File: src/design/keyed_sorted_entry_table_unit_assert.svh
// ---------------------------------------------------------------------------
// Assertion macros for the keyed sorted entry table unit.
// Defining ASSERT_OFF turns every macro into an empty body.
// ---------------------------------------------------------------------------
`ifndef KEYED_SORTED_ENTRY_TABLE_UNIT_ASSERT_SVH
`define KEYED_SORTED_ENTRY_TABLE_UNIT_ASSERT_SVH
`ifndef ASSERT_OFF
// A property that must hold at every clock edge outside reset.
`define KSETU_ASSERT(lbl, clk, rst, prop, msg) \
   lbl: assert property (@(posedge clk) disable iff (rst) (prop)) else $error(msg);
// An implication: when ante holds, cons must hold at the same edge.
`define KSETU_ASSERT_IMP(lbl, clk, rst, ante, cons, msg) \
   lbl: assert property (@(posedge clk) disable iff (rst) (ante) |-> (cons)) else $error(msg);
`else
`define KSETU_ASSERT(lbl, clk, rst, prop, msg)
`define KSETU_ASSERT_IMP(lbl, clk, rst, ante, cons, msg)
`endif
`endif

File: src/design/ksetu_pkg.sv
// ---------------------------------------------------------------------------
// ksetu_pkg
// Types and constants shared by the keyed sorted entry table modules.
// ---------------------------------------------------------------------------
package ksetu_pkg;

   localparam int CAPACITY_DEF = 16;

   localparam logic [2:0] KIND_ADD      = 3'd0;
   localparam logic [2:0] KIND_DEL_KEY  = 3'd1;
   localparam logic [2:0] KIND_DEL_HEAD = 3'd2;
   localparam logic [2:0] KIND_RESCHED  = 3'd3;
   localparam logic [2:0] KIND_LOOKUP   = 3'd4;

   localparam logic [1:0] STATUS_DONE = 2'd0;
   localparam logic [1:0] STATUS_MISS = 2'd1;
   localparam logic [1:0] STATUS_FULL = 2'd2;

   localparam logic [4:0] LIMIT_RESET = 5'd16;

   typedef struct packed {
      logic [2:0]  kind;
      logic [63:0] key_high;
      logic [63:0] key_low;
      logic [31:0] sort_key;
      logic [31:0] data_handle;
   } req_type;

   typedef struct packed {
      logic [1:0]  status;
      logic [31:0] found_data;
      logic        head_valid;
      logic [31:0] head_sort_key;
      logic [31:0] head_data;
      logic [4:0]  entry_count;
      logic        is_full;
   } rsp_type;

   typedef struct packed {
      logic [63:0] key_high;
      logic [63:0] key_low;
      logic [31:0] sort_key;
      logic [31:0] data_handle;
   } entry_type;

   typedef enum logic [2:0] {
      ST_IDLE,
      ST_FIND,
      ST_INS,
      ST_HEAD,
      ST_HEADW
   } state_type;

   typedef enum logic [1:0] {
      LIST_HOLD,
      LIST_REMOVE,
      LIST_INSERT
   } list_op_type;

endpackage

File: src/design/ksetu_mem.sv
// ---------------------------------------------------------------------------
// ksetu_mem
// Entry memory, one entry per slot, one write and one registered read port.
// ---------------------------------------------------------------------------
module ksetu_mem #(
   parameter int CAPACITY = ksetu_pkg::CAPACITY_DEF,
   parameter int SW = (CAPACITY > 1) ? $clog2(CAPACITY) : 1
) (
   input  logic                 clock,
   input  logic                 wr_en,
   input  logic [SW-1:0]        wr_addr,
   input  ksetu_pkg::entry_type wr_data,
   input  logic                 rd_en,
   input  logic [SW-1:0]        rd_addr,
   output ksetu_pkg::entry_type rd_data
);
   import ksetu_pkg::*;

   entry_type mem_ff [CAPACITY];
   entry_type rd_data_ff;

   always_ff @(posedge clock) begin
      if (wr_en) begin
         mem_ff[wr_addr] <= wr_data;
      end
      if (rd_en) begin
         rd_data_ff <= mem_ff[rd_addr];
      end
   end

   assign rd_data = rd_data_ff;

endmodule

File: config.mk
export PLATFORM = sky130hd
export DESIGN_NAME = ksetu_mem
export DESIGN_NICKNAME = d
export VERILOG_FILES = /design/src/design/keyed_sorted_entry_table_unit_assert.svh /design/src/design/ksetu_pkg.sv /design/src/design/ksetu_mem.sv
export SDC_FILE = /design/constraint.sdc
export NUM_CORES = 2
export LEC_CHECK = 0
export BUFFER_PORTS_ARGS = -buffer_cell sky130_fd_sc_hd__buf_2
export CORE_AREA = 2 2 452 544
export DETAILED_ROUTE_END_ITERATION = 6
export DIE_AREA = 0 0 454 546
export PLACE_DENSITY = 0.63
export SLEW_MARGIN = 20
export SYNTH_ARGS = -nofsm -noshare
export SYNTH_HDL_FRONTEND = slang
export SYNTH_SLANG_ARGS = --single-unit
export TNS_END_PERCENT = 5
File: constraint.sdc
create_clock -name clock -period 57.3 [get_ports clock]
set_clock_uncertainty 0.2 [all_clocks]
set_input_delay 11.46 -clock clock [delete_from_list [all_inputs] [get_ports clock]]
set_output_delay 11.46 -clock clock [all_outputs]
set_load 0.1 [all_outputs]
# == Word level (Yosys, flattened, before mapping) ==
# Memories as Yosys holds them, arrays and structs flattened. A register that Yosys moved wholly into a read port is not among the register bits.
# Cells that the tools add are included.
# op_classes
n_addsub,0
mul,0
n_div,0
order_cmp,0
eq_ne,0
n_shift,0
n_mux,2
bitwise,0
n_reduce_logical,0
# op_table
cell,n
1-bit two-way mux,2
# word_totals
reg_bits,0
latch_bits,0
mem_bits_rw,3072
rom_bits,0
inputBits,203
output_inout_bits,192
wordCells,3
memories,1
# mem_list
name,words,word_bits,read_ports,rd_ports_with_merged_regs,wr,line,source
mem_ff,16,192,1,1,1,ksetu_mem.sv:19,entry_type mem_ff [CAPACITY];

# == Logic depth before layout (Yosys ltp) ==
# logic_depth
depth_word,2
depth_mapped,9
ltp_nobuf,4

# == Worst setup path before layout ==
# OpenSTA, ideal clock, no wires.
# synth_path
path_kind,in2reg
startpoint,input port wr_addr[2]
endpoint,"memory mem_ff[0][0] (netlist bit), enable pin"
setup_time_ps,982
arrival_ps,24903
path_slack_ps,31215
path_stages,2
path_buffers,0
cell_sequence,or3b_2 > nor3_1
# synth_lines
item,line,source
start: declaration,ksetu_mem.sv:11,"input logic [SW-1:0] wr_addr,"
end: declaration,ksetu_mem.sv:19,
# Straight into the memory's write port.

==> summary.md <==
The flow ran to the end, and the final reports show no timing, DRC or antenna violations. Setup repair after global routing left no endpoint under its margin. CTS placed an instance of clkbuf_16 at the clock tree root. The final clock period utilization by the worst path was 28.5%; the clock-pin transition on the worst setup and hold timing paths was 0.06 ns.

The synthesized cell area is 121000 um^2. After layout, the worst setup slack is 40.94 ns. The worst setup path is launched from a primary input. The run gives 0 as the final global-route overflow total. The share of cells above drive strength 1 is 28.7%, and the count of pins over their slew limit is 0.

Setup violations remaining at the end of the flow were counted as 0. Across the VDD grid, the largest voltage drop is 0.0218 mV. The vertical die dimension was 546 um; the die outline width was 454 um. The total of cells resized after clock tree synthesis is 0, and the worst-case headroom to the max-slew limit is 25.8%. After filler insertion, the fill cell instance count of the layout stands at 17.7k. Buffers inserted during clock tree synthesis total 317. Once the floorplan was initialized, standard cells occupied 49.6% of the core. The number of buffer cells added on primary ports was 394.

The worst hold path startpoint is mem_ff[14][113]. For the finished layout, the period the worst path requires is 16.36 ns. The worst register-to-register path ends at rd_data[158]. The setup total negative slack came out at 0 ns. Summed over all layers, the routed wires come to 289000 um.

For this run, the number of Yosys warnings is 0. Registers take 98000 um^2. The count of cells in the finished layout, fillers not included, comes to 9071.

The transition time at the pin with the least slew margin is 1.11 ns, and the peak fanout along the critical path is 91. The post-placement cell count was 8480; the die area was 248000 um^2. After synthesis, flip-flops and latches occupy 81.2% of the total area.

The logs give 5786 for the layout net count and 57.6k for the via count of the first global-routing pass. At the worst endpoint, the arrival time is 16.75 ns. The H-tree was split into 5 levels. The logs give 0.742 for the final weighted congestion in routability-driven placement and 55.44 ns for the setup slack of the worst register-to-register path. Compared with the post-synthesis result, the final layout area differs by 13.2%. The run gives 7 as the number of search-and-repair iterations in the first detailed-routing pass. For this run, the top clock speed supported by timing is 61.1 MHz. Counting every net in the synthesized netlist gives 5227. After clock tree synthesis, the flow added hold-fix buffers numbering 0. A synthesized cell averages 24.0 um^2. The logs give 137000 um^2 for the post-layout instance area and 4 for the maximum count of clock buffers along a single path. For this run, the total global-route usage over all layers was measured as 23.2%. The worst hold path belongs to the class flop to flop. Of the post-synthesis cell area, the dominant cell type holds 81.2%.

The run gives 5024 as the post-synthesis instance total. Before CTS, the worst setup slack after placement is 39.77 ns. The number of distinct library cells after synthesis was 24; the post-detailed-route count of antenna-violating nets was 0. For the hold violation count in the final report, the log shows 0.

After legalization and detailed placement, the total HPWL measured 142000 um. After detailed routing, the average wire length per cell comes to 31.8 um. The number of max-capacitance violations reported was 0; the static power due to leakage was 43.6 nW. Ranked by total cell area, the synthesized netlist is headed by edfxtp_1, mux4_2, a22oi_1. The first global-routing pass estimated 412000 um of wire. The number of antenna violations at the first check in global routing was 82; the area of the core region was 243000 um^2. The total power per unit cell area is 36.8 nW/um^2. The detailed-route DRC error count was 0; the insertion delay to the later sink of the worst-skew pair was 0.88 ns. The initialized floorplan defines 199 standard-cell rows. The number of setup buffers added after CTS is 0. The clock sink total was 3264. The instance area after placement came out at 127000 um^2.

The startpoint of the worst-slack reg-to-reg timing path was mem_ff[5][158]. Data on the critical path is required at its endpoint by 57.69 ns. Most frequent standard cell in the layout excluding fill and tap cells: edfxtp_1. Entering global routing, the biggest net connects 124 pins.

In the routed layout, each cell is associated on average with a via count of 6.16. The number of storage elements in the synthesis netlist is 3264, and the worst reg2reg path depth is 4. The area of the multi-input gates came out at 21600 um^2. The top cell types in the final layout, fill and taps aside, are edfxtp_1, mux4_2, buf_2. The path with the worst hold slack has its endpoint at rd_data[113]. The worst setup path is of the primary input to flop kind. The logs give 55.9k for the number of vias after detailed routing and 5717 for the number of design-rule violations left by the first detailed-router iteration. TritonCTS built the clock tree. The worst setup path is captured at a flop.

The most area-hungry cell type in the Yosys netlist was edfxtp_1. For this design the top-level I/O count stands at 395. The worst hold path was traced through 3 stages.
[power breakdown]
group / switching, mW / internal [mW] / total (mW) / leakage, nW
combinational: 0.224 / 0.0884 / 0.313 / 9.08
clock: 0.862 / 1.15 / 2.01 / 4.84
sequential: 0.0172 / 2.69 / 2.71 / 29.7
total: 1.10 / 3.93 / 5.03 / 43.6
[kinds of logic after synthesis]
kind of cell / share of synthesized area [%]
flip-flops: 81.2
multiplexers: 14.4
AO/OA/AOI/OAI: 2.65
buffers and inverters: 1.07
AND/OR/NAND/NOR: 0.716
[final cells by class]
cell class / instances / area share (%)
diodes: 28 / 0.0513
clock buffers: 404 / 6.15
clock inverters: 159 / 1.08
inverters: 1 / 0.00366
multi-input cells: 1492 / 15.8
flip-flops and latches: 3264 / 71.7
well taps: 3216 / 2.94
repair buffers: 507 / 2.26
[cell usage after synthesis]
cell type,instances
mux2i_1,121
nand3_1,2
nor2_1,17
buf_4,38
a211oi_1,27
buf_1,30
or3b_2,1
o211ai_1,23
o22ai_1,27
nor3_1,4
nor2b_1,13
mux4_2,717
clkinv_1,1
a22oi_1,329
buf_2,88
a21oi_1,35
nand2_1,167
buf_6,4
clkbuf_1,107
and2_1,2
o2111ai_1,1
edfxtp_1,3264
nand2b_1,3
nand3b_1,3
[worst max-delay path, stage by stage]
cell	delay (ns)
buf_12	0.49
buf_4	0.67
buf_4	0.74
buf_4	0.78
buf_4	0.66
buf_4	0.77
mux4_2	0.60
a22oi_1	0.28
nand2_1	0.09
[metal layers]
layer	track usage (%)	share of wire, %
met5	0	0.11
met4	5.78	2.2
met3	4.65	7.3
met2	37.7	50
met1	32.5	41
[worst max path at each step]
stage                     startpoint            to  slack [ns]  depth (start not counted)
after floorplan           wr_addr[2]  mem_ff[0][0]       31.21                          2
after global placement    rd_addr[0]   rd_data[87]       39.83                          9
after detailed placement  rd_addr[0]   rd_data[87]       39.77                          9
after CTS                 rd_addr[0]   rd_data[87]       40.71                          9
after global routing      rd_addr[0]   rd_data[87]       40.32                          9
final                     rd_addr[0]   rd_data[87]       40.94                          9
[registers in the layout, summed over array words and instances (netlist names)]
| name | count |
|---|---|
| mem_ff | 3072 |
| rd_data | 192 |
[metrics by stage]
stage | util [%] | hold WS, ns | power [mW]
4_1_cts | 56.2 | 0.527 | 5.08
3_3_place_gp | 52.1 | 0.522 | 3.07
5_1_grt | 56.2 | 0.553 | 5.18
3_5_place_dp | 52.1 | 0.525 | 3.08
6_report | 56.2 | 0.529 | 5.03
2_1_floorplan | - | 0.484 | 2.97
No activity file was read; power rests on OpenSTA's default activity.
