File: src/design/keyed_sorted_entry_table_unit_assert.svh
// ---------------------------------------------------------------------------
// Assertion macros for the keyed sorted entry table unit.
// Defining ASSERT_OFF turns every macro into an empty body.
// ---------------------------------------------------------------------------
`ifndef KEYED_SORTED_ENTRY_TABLE_UNIT_ASSERT_SVH
`define KEYED_SORTED_ENTRY_TABLE_UNIT_ASSERT_SVH
`ifndef ASSERT_OFF
// A property that must hold at every clock edge outside reset.
`define KSETU_ASSERT(lbl, clk, rst, prop, msg) \
   lbl: assert property (@(posedge clk) disable iff (rst) (prop)) else $error(msg);
// An implication: when ante holds, cons must hold at the same edge.
`define KSETU_ASSERT_IMP(lbl, clk, rst, ante, cons, msg) \
   lbl: assert property (@(posedge clk) disable iff (rst) (ante) |-> (cons)) else $error(msg);
`else
`define KSETU_ASSERT(lbl, clk, rst, prop, msg)
`define KSETU_ASSERT_IMP(lbl, clk, rst, ante, cons, msg)
`endif
`endif

File: src/design/ksetu_pkg.sv
// ---------------------------------------------------------------------------
// ksetu_pkg
// Types and constants shared by the keyed sorted entry table modules.
// ---------------------------------------------------------------------------
package ksetu_pkg;

   localparam int CAPACITY_DEF = 16;

   localparam logic [2:0] KIND_ADD      = 3'd0;
   localparam logic [2:0] KIND_DEL_KEY  = 3'd1;
   localparam logic [2:0] KIND_DEL_HEAD = 3'd2;
   localparam logic [2:0] KIND_RESCHED  = 3'd3;
   localparam logic [2:0] KIND_LOOKUP   = 3'd4;

   localparam logic [1:0] STATUS_DONE = 2'd0;
   localparam logic [1:0] STATUS_MISS = 2'd1;
   localparam logic [1:0] STATUS_FULL = 2'd2;

   localparam logic [4:0] LIMIT_RESET = 5'd16;

   typedef struct packed {
      logic [2:0]  kind;
      logic [63:0] key_high;
      logic [63:0] key_low;
      logic [31:0] sort_key;
      logic [31:0] data_handle;
   } req_type;

   typedef struct packed {
      logic [1:0]  status;
      logic [31:0] found_data;
      logic        head_valid;
      logic [31:0] head_sort_key;
      logic [31:0] head_data;
      logic [4:0]  entry_count;
      logic        is_full;
   } rsp_type;

   typedef struct packed {
      logic [63:0] key_high;
      logic [63:0] key_low;
      logic [31:0] sort_key;
      logic [31:0] data_handle;
   } entry_type;

   typedef enum logic [2:0] {
      ST_IDLE,
      ST_FIND,
      ST_INS,
      ST_HEAD,
      ST_HEADW
   } state_type;

   typedef enum logic [1:0] {
      LIST_HOLD,
      LIST_REMOVE,
      LIST_INSERT
   } list_op_type;

endpackage

File: src/design/ksetu_list.sv
// ---------------------------------------------------------------------------
// ksetu_list
// Ordered list of slot numbers with remove-by-slot and insert-at-position.
// ---------------------------------------------------------------------------
module ksetu_list #(
   parameter int CAPACITY = ksetu_pkg::CAPACITY_DEF,
   parameter int SW = (CAPACITY > 1) ? $clog2(CAPACITY) : 1,
   parameter int CW = $clog2(CAPACITY + 1)
) (
   input  logic                   clock,
   input  ksetu_pkg::list_op_type op,
   input  logic [SW-1:0]          slot,
   input  logic [CW-1:0]          pos,
   input  logic [CW-1:0]          n,
   input  logic [SW-1:0]          rd_idx,
   output logic [SW-1:0]          rd_slot,
   output logic [SW-1:0]          head_slot
);
   import ksetu_pkg::*;

   logic [SW-1:0] list_ff [CAPACITY];
   logic [SW-1:0] list_in [CAPACITY];
   logic [CW-1:0] rm_pos;

   // The removed slot sits at the lowest matching place among the first n.
   always_comb begin
      rm_pos = n;
      for (int k = CAPACITY - 1; k >= 0; k--) begin
         if (CW'(k) < n && list_ff[k] == slot) begin
            rm_pos = CW'(k);
         end
      end
   end

   always_comb begin
      for (int k = 0; k < CAPACITY; k++) begin
         list_in[k] = list_ff[k];
         case (op)
            LIST_REMOVE: begin
               if (CW'(k) >= rm_pos && k < CAPACITY - 1) begin
                  list_in[k] = list_ff[(k < CAPACITY - 1) ? k + 1 : k];
               end
            end
            LIST_INSERT: begin
               if (CW'(k) == pos) begin
                  list_in[k] = slot;
               end else if (CW'(k) > pos) begin
                  list_in[k] = list_ff[(k > 0) ? k - 1 : 0];
               end
            end
            default: begin
            end
         endcase
      end
   end

   always_ff @(posedge clock) begin
      list_ff <= list_in;
   end

   assign rd_slot   = list_ff[rd_idx];
   assign head_slot = list_ff[0];

endmodule

File: config.mk
export PLATFORM = sky130hd
export DESIGN_NAME = ksetu_list
export DESIGN_NICKNAME = d
export VERILOG_FILES = /design/src/design/keyed_sorted_entry_table_unit_assert.svh /design/src/design/ksetu_pkg.sv /design/src/design/ksetu_list.sv
export SDC_FILE = /design/constraint.sdc
export NUM_CORES = 1
export LEC_CHECK = 0
export BUFFER_PORTS_ARGS = -buffer_cell sky130_fd_sc_hd__buf_2
export CORE_MARGIN = 8
export CORE_UTILIZATION = 63
export DETAILED_ROUTE_END_ITERATION = 6
export GPL_TIMING_DRIVEN = 0
export PLACE_DENSITY = 0.82
export SETUP_SLACK_MARGIN = 0.2
export SYNTH_ARGS = -nofsm -noshare
export SYNTH_HDL_FRONTEND = slang
export SYNTH_SLANG_ARGS = --single-unit
File: constraint.sdc
create_clock -name clock -period 3.46 [get_ports clock]
set_input_delay 0.173 -clock clock [delete_from_list [all_inputs] [get_ports clock]]
set_output_delay 0.173 -clock clock [all_outputs]
set_load 0.01 [all_outputs]
; Word level (Yosys, flattened, before mapping)
; Index checks and enable logic that the tools add are counted.
[totals]
reg_bits = 64
input_bits = 21
out_inout_bits = 8
wordCells = 242
[op_classes]
magnitude_cmp = 47
eq_ne = 63
muxes = 80
bitwise_logic = 1
reduce_logical = 35
[op_table]
columns = operator, count
row1 = $mux W4, 48
row2 = $pmux W4 S2, 15
row3 = $mux W5, 16
row4 = $eq A4 B4 Y1, 16
row5 = $reduce_and A3 Y1, 15
row6 = $ne A3 B3 Y1 const B, 14
row7 = $eq A4 B5 Y1 const A, 8
row8 = $gt A4 B5 Y1 const A, 8
row9 = $lt A4 B5 Y1 const A, 8
row10 = $ge A4 B5 Y1 const A, 7
row11 = $ne A2 B2 Y1 const B, 16
row12 = $eq A3 B5 Y1 const A, 4
row13 = $ge A3 B5 Y1 const A, 4
row14 = $gt A3 B5 Y1 const A, 4
row15 = $lt A3 B5 Y1 const A, 4
row16 = $bmux W4 S4, 1
row17 = $logic_and A1 B1 Y1, 16
row18 = $eq A2 B5 Y1 const A, 2
row19 = $ge A1 B5 Y1 const A, 2
row20 = $ge A2 B5 Y1 const A, 2
row21 = $gt A2 B5 Y1 const A, 2
row22 = $lt A1 B5 Y1 const A, 2
row23 = $lt A2 B5 Y1 const A, 2
row24 = $eq A1 B5 Y1 const A, 1
row25 = 8 further kinds, 9

; Longest topological paths before layout
[logic_depth]
depth_word = 21
mapped_depth = 10
mapped_depth_nobuf = 8

; Worst setup path after synthesis
; Ideal clock, no wire load.
[synth_timing]
kind = reg2reg
startpoint = register list_ff (netlist bit head_slot[1])
endpoint = register list_ff[10] (netlist name) (enable)
setup_time_ns = 0.374
arrival_time_ns = 2.090
required_ns = 3.086
setup_slack_ns = 0.996
stages_incl_launch_ff = 9
path_buffers = 0
period_less_slack_ns = 2.464
cell_sequence = edfxtp_1 > xor2_1 > nor4_2 > o21ai_1 > nand2_2 > nor3_2 > and3_1 > and2_1 > a221oi_1
[synth_via]
elab_chain_cells = 6
[synth_rtl]
columns = item, line
row1 = "start, declared", ksetu_list.sv:21  ; logic [SW-1:0] list_ff [CAPACITY];
row2 = "start signal, assigned", ksetu_list.sv:58  ; list_ff <= list_in;
row3 = $eq A4 B4 Y1, ksetu_list.sv:29  ; if (CW'(k) < n && list_ff[k] == slot) begin
row4 = $logic_and A1 B1 Y1, ksetu_list.sv:29
row5 = $mux W5, ksetu_list.sv:29
row6 = $ge A4 B5 Y1, ksetu_list.sv:40  ; if (CW'(k) >= rm_pos && k < CAPACITY - 1) begin
row7 = $ne A2 B2 Y1 (no source line), --
row8 = $reduce_and A3 Y1 (no source line), --
; No other way between the ends.
; A chain may end at the register's enable or synchronous reset.

; Final worst setup path
[layout_timing]
startpoint = register list_ff[38] (netlist name)
endpoint = register list_ff[8] (netlist name) (enable)
[layout_via]
elab_chain_cells = 12
[layout_rtl]
columns = item, line
row1 = $eq A4 B4 Y1, ksetu_list.sv:29
row2 = $logic_and A1 B1 Y1, ksetu_list.sv:29
row3 = $mux W5 (7 in a row), ksetu_list.sv:29
row4 = $ge A4 B5 Y1, ksetu_list.sv:40
row5 = $ne A2 B2 Y1 (no source line), --
row6 = $reduce_and A3 Y1 (no source line), --
; No other way between the ends.

==> results.cfg <==
[status]
status = completed

[layout]
fillers = 641
most-common-layout-cells = 70 x nor2_1, 64 x edfxtp_1, 62 x a21oi_1
drive_above_1_share_pct = 20.1
syn_to_final_growth_pct = 8.76
multi_input_area_um2 = 3370
layout_commonest_cell = nor2_1
final_nets = 600
final_core_util_pct = 70.0
antenna_cells = 0
design_area_um2 = 6070
final_cells = 690
regArea_um2 = 1920

[route]
drtIter0Drc = 528
vias_per_cell = 7.00
firstDrtPassIters = 5
drc = 0
final_antenna_net_count = 0
vias = 4833
drt-total-wl_um = 17800
wl_per_cell_um = 25.9

[synth]
ys_ff_latch = 64
synth.avg_cell_area_um2 = 10.2
synth_area_leaders = edfxtp_1 34%, mux2i_1 10%, mux4_2 8.1%
postSynthCellCount = 547
syn-cell-area_um2 = 5580
netlist.area_leader.share_pct = 34.4
synth_edf_count = 64
syn_nets = 570
synth_warnings = 0
ys_seq_area_share_pct = 34.4
yosys.area.top_type = edfxtp_1
synth_flop_cell = edfxtp_1
synthArstFlopShare_pct = 0
synth_cell_types = 71

[timing]
fin_hold_ws_ps = 473
max_freq_mhz = 331
rsz0062_at_grt = no
worstMarginPinSlew_ps = 879
setup_viol = 0
drv_slew = 0
relSlewSlack_pct = 41.3
finalSetupTns_ps = 0
worst_clock_skew_ps = 9.67
layout_min_cycle_time_ps = 3020
hold_viol_final = 0
period_share_pct = 87.3

[floorplanning]
core_area_um2 = 8680
die_w_um = 110
io_pins = 29
die-area_um2 = 12100
num_rows = 34
start_util_pct = 64.3
dieHeight_um = 110

[setup_path]
worst_r2r_path_depth = 8
cp_max_fo = 6
rrSetupSlack_ps = 440
worstSetupPathType = reg2reg
start_kind = flip-flop
worstSetupStartpoint = list_ff[38]
crit_path_end = list_ff[8]
cp.arrival_ps = 3010
rr_startpoint = list_ff[38]
endpoint_kind = flip-flop
cp.required_ps = 3450
rr_endpoint = list_ff[8]

[clocking]
cts_tree = done
root_buffer = clkbuf_8
insertion_delay_ps = 350
cts-hold-fix-buffers = 0
postCtsSetupBuffers = 0
cts_sinks = 64
cts_max_level = 3
cts-buffers-inserted = 9
cts_max_path_buffers = 2
path_clk_slew_ps = 80

[pwr]
power_leakage_nw = 2.30
p_per_area_nw_per_um2 = 472
vdd_ir_drop_max_mv = 0.465

[global_routing]
grt_start_max_net_pins = 12
antenna_found_initial = 0
grt_pass1_wl_um = 27000
grt_pass1_vias = 4639
grt-ovfl-total = 0
gr-usage-all-layers_pct = 30.1

[placed_design]
hpwl_um = 13400
dp.cells = 674
globalplace.congestion = 1.01
place_area_um2 = 5810
port_buffers = 19

[job]
cap_violations = 0

[worst_hold_path]
min_path_type = in2reg
## critical path, cell delays in order (launching register included)
cell and delay [ps]:
edfxtp_1 460, xnor2_1 190, nand4_1 380, a2bb2oi_4 310, nand3_2 130, nor3_2 90
and3_1 270, and2_1 220, a221oi_1 610
## worst min-delay path by stage
stage	start	end	cells past startpoint
after floorplan	rd_idx[3]	rd_slot[0]	1
after global placement	list_ff[51]	list_ff[55]	2
after detailed placement	list_ff[47]	list_ff[51]	2
after CTS	pos[4]	list_ff[0]	4
after global routing	pos[4]	list_ff[0]	4
final	pos[4]	list_ff[0]	4
## power by group
part	switching, W	total (W)	internal (W)	leakage, nW
combinational	0.000542	0.000915	0.000374	1.58
sequential	0.000145	0.00116	0.00102	0.600
clock	0.000315	0.000787	0.000473	0.116
## cells in the mapped netlist, types with 3 or more instances
master,number
buf_6,8
o21a_1,3
o21ai_0,5
o22ai_1,3
nor3b_1,4
a21oi_1,62
mux4_2,20
edfxtp_1,64
clkbuf_1,26
nor2_1,70
mux2_2,8
mux2i_1,56
buf_4,7
or3_1,3
nor2b_1,7
o21ai_1,4
a211oi_2,3
xnor2_1,26
nand2_1,27
xor2_1,36
nor3_1,7
nor4_2,4
inv_1,5
nand3_1,10
nand4_1,9
and3_1,3
buf_2,3
## what timing repair did
| action | CTS | global route |
|---|---|---|
| setup endpoints to repair | 4 | 34 |
| gates resized for setup | 1 | 3 |
| pin swaps | 0 | 0 |
## final cells by class
type / count / share of cell area (%)
buffer: 48 / 4.90
clock buffer: 9 / 2.04
clock inverter: 7 / 1.81
inverter: 5 / 0.309
multi-input combinational: 430 / 55.5
sequential: 64 / 31.7
tap: 108 / 2.23
timing repair buffer: 19 / 1.57
## layer usage
metal,routed length [µm],global-route usage (%),up-vias
li1,-,-,2085
met1,6840,39.5,2363
met2,8020,45.3,335
met3,2420,9.42,50
met4,559,11.8,0
met5,0,1.26,-
## state kept, by name, summed over array words and instances (netlist names)
| signal | flops |
|---|---|
| head_slot | 4 |
| list_ff | 60 |
## kinds of logic after synthesis
family | count (synthesis) | synth area share, %
xor gates and xnor gates | 64 | 10.3
DFF | 64 | 34.4
buffers and inverters | 53 | 5.67
and+or+nand+nor | 166 | 15.4
AOI/OAI and AO/OA | 114 | 14.0
muxes | 84 | 19.7
adders and majority gates | 2 | 0.448
## metrics by stage
step / power [W] / setup slack, ps
floorplan: 0.00178 / 996
global placement: 0.00202 / 138
detailed placement: 0.00205 / 111
CTS: 0.00282 / 356
global route: 0.00295 / 317
finish: 0.00286 / 440
Note: power is estimated with default switching activity, not from simulation.
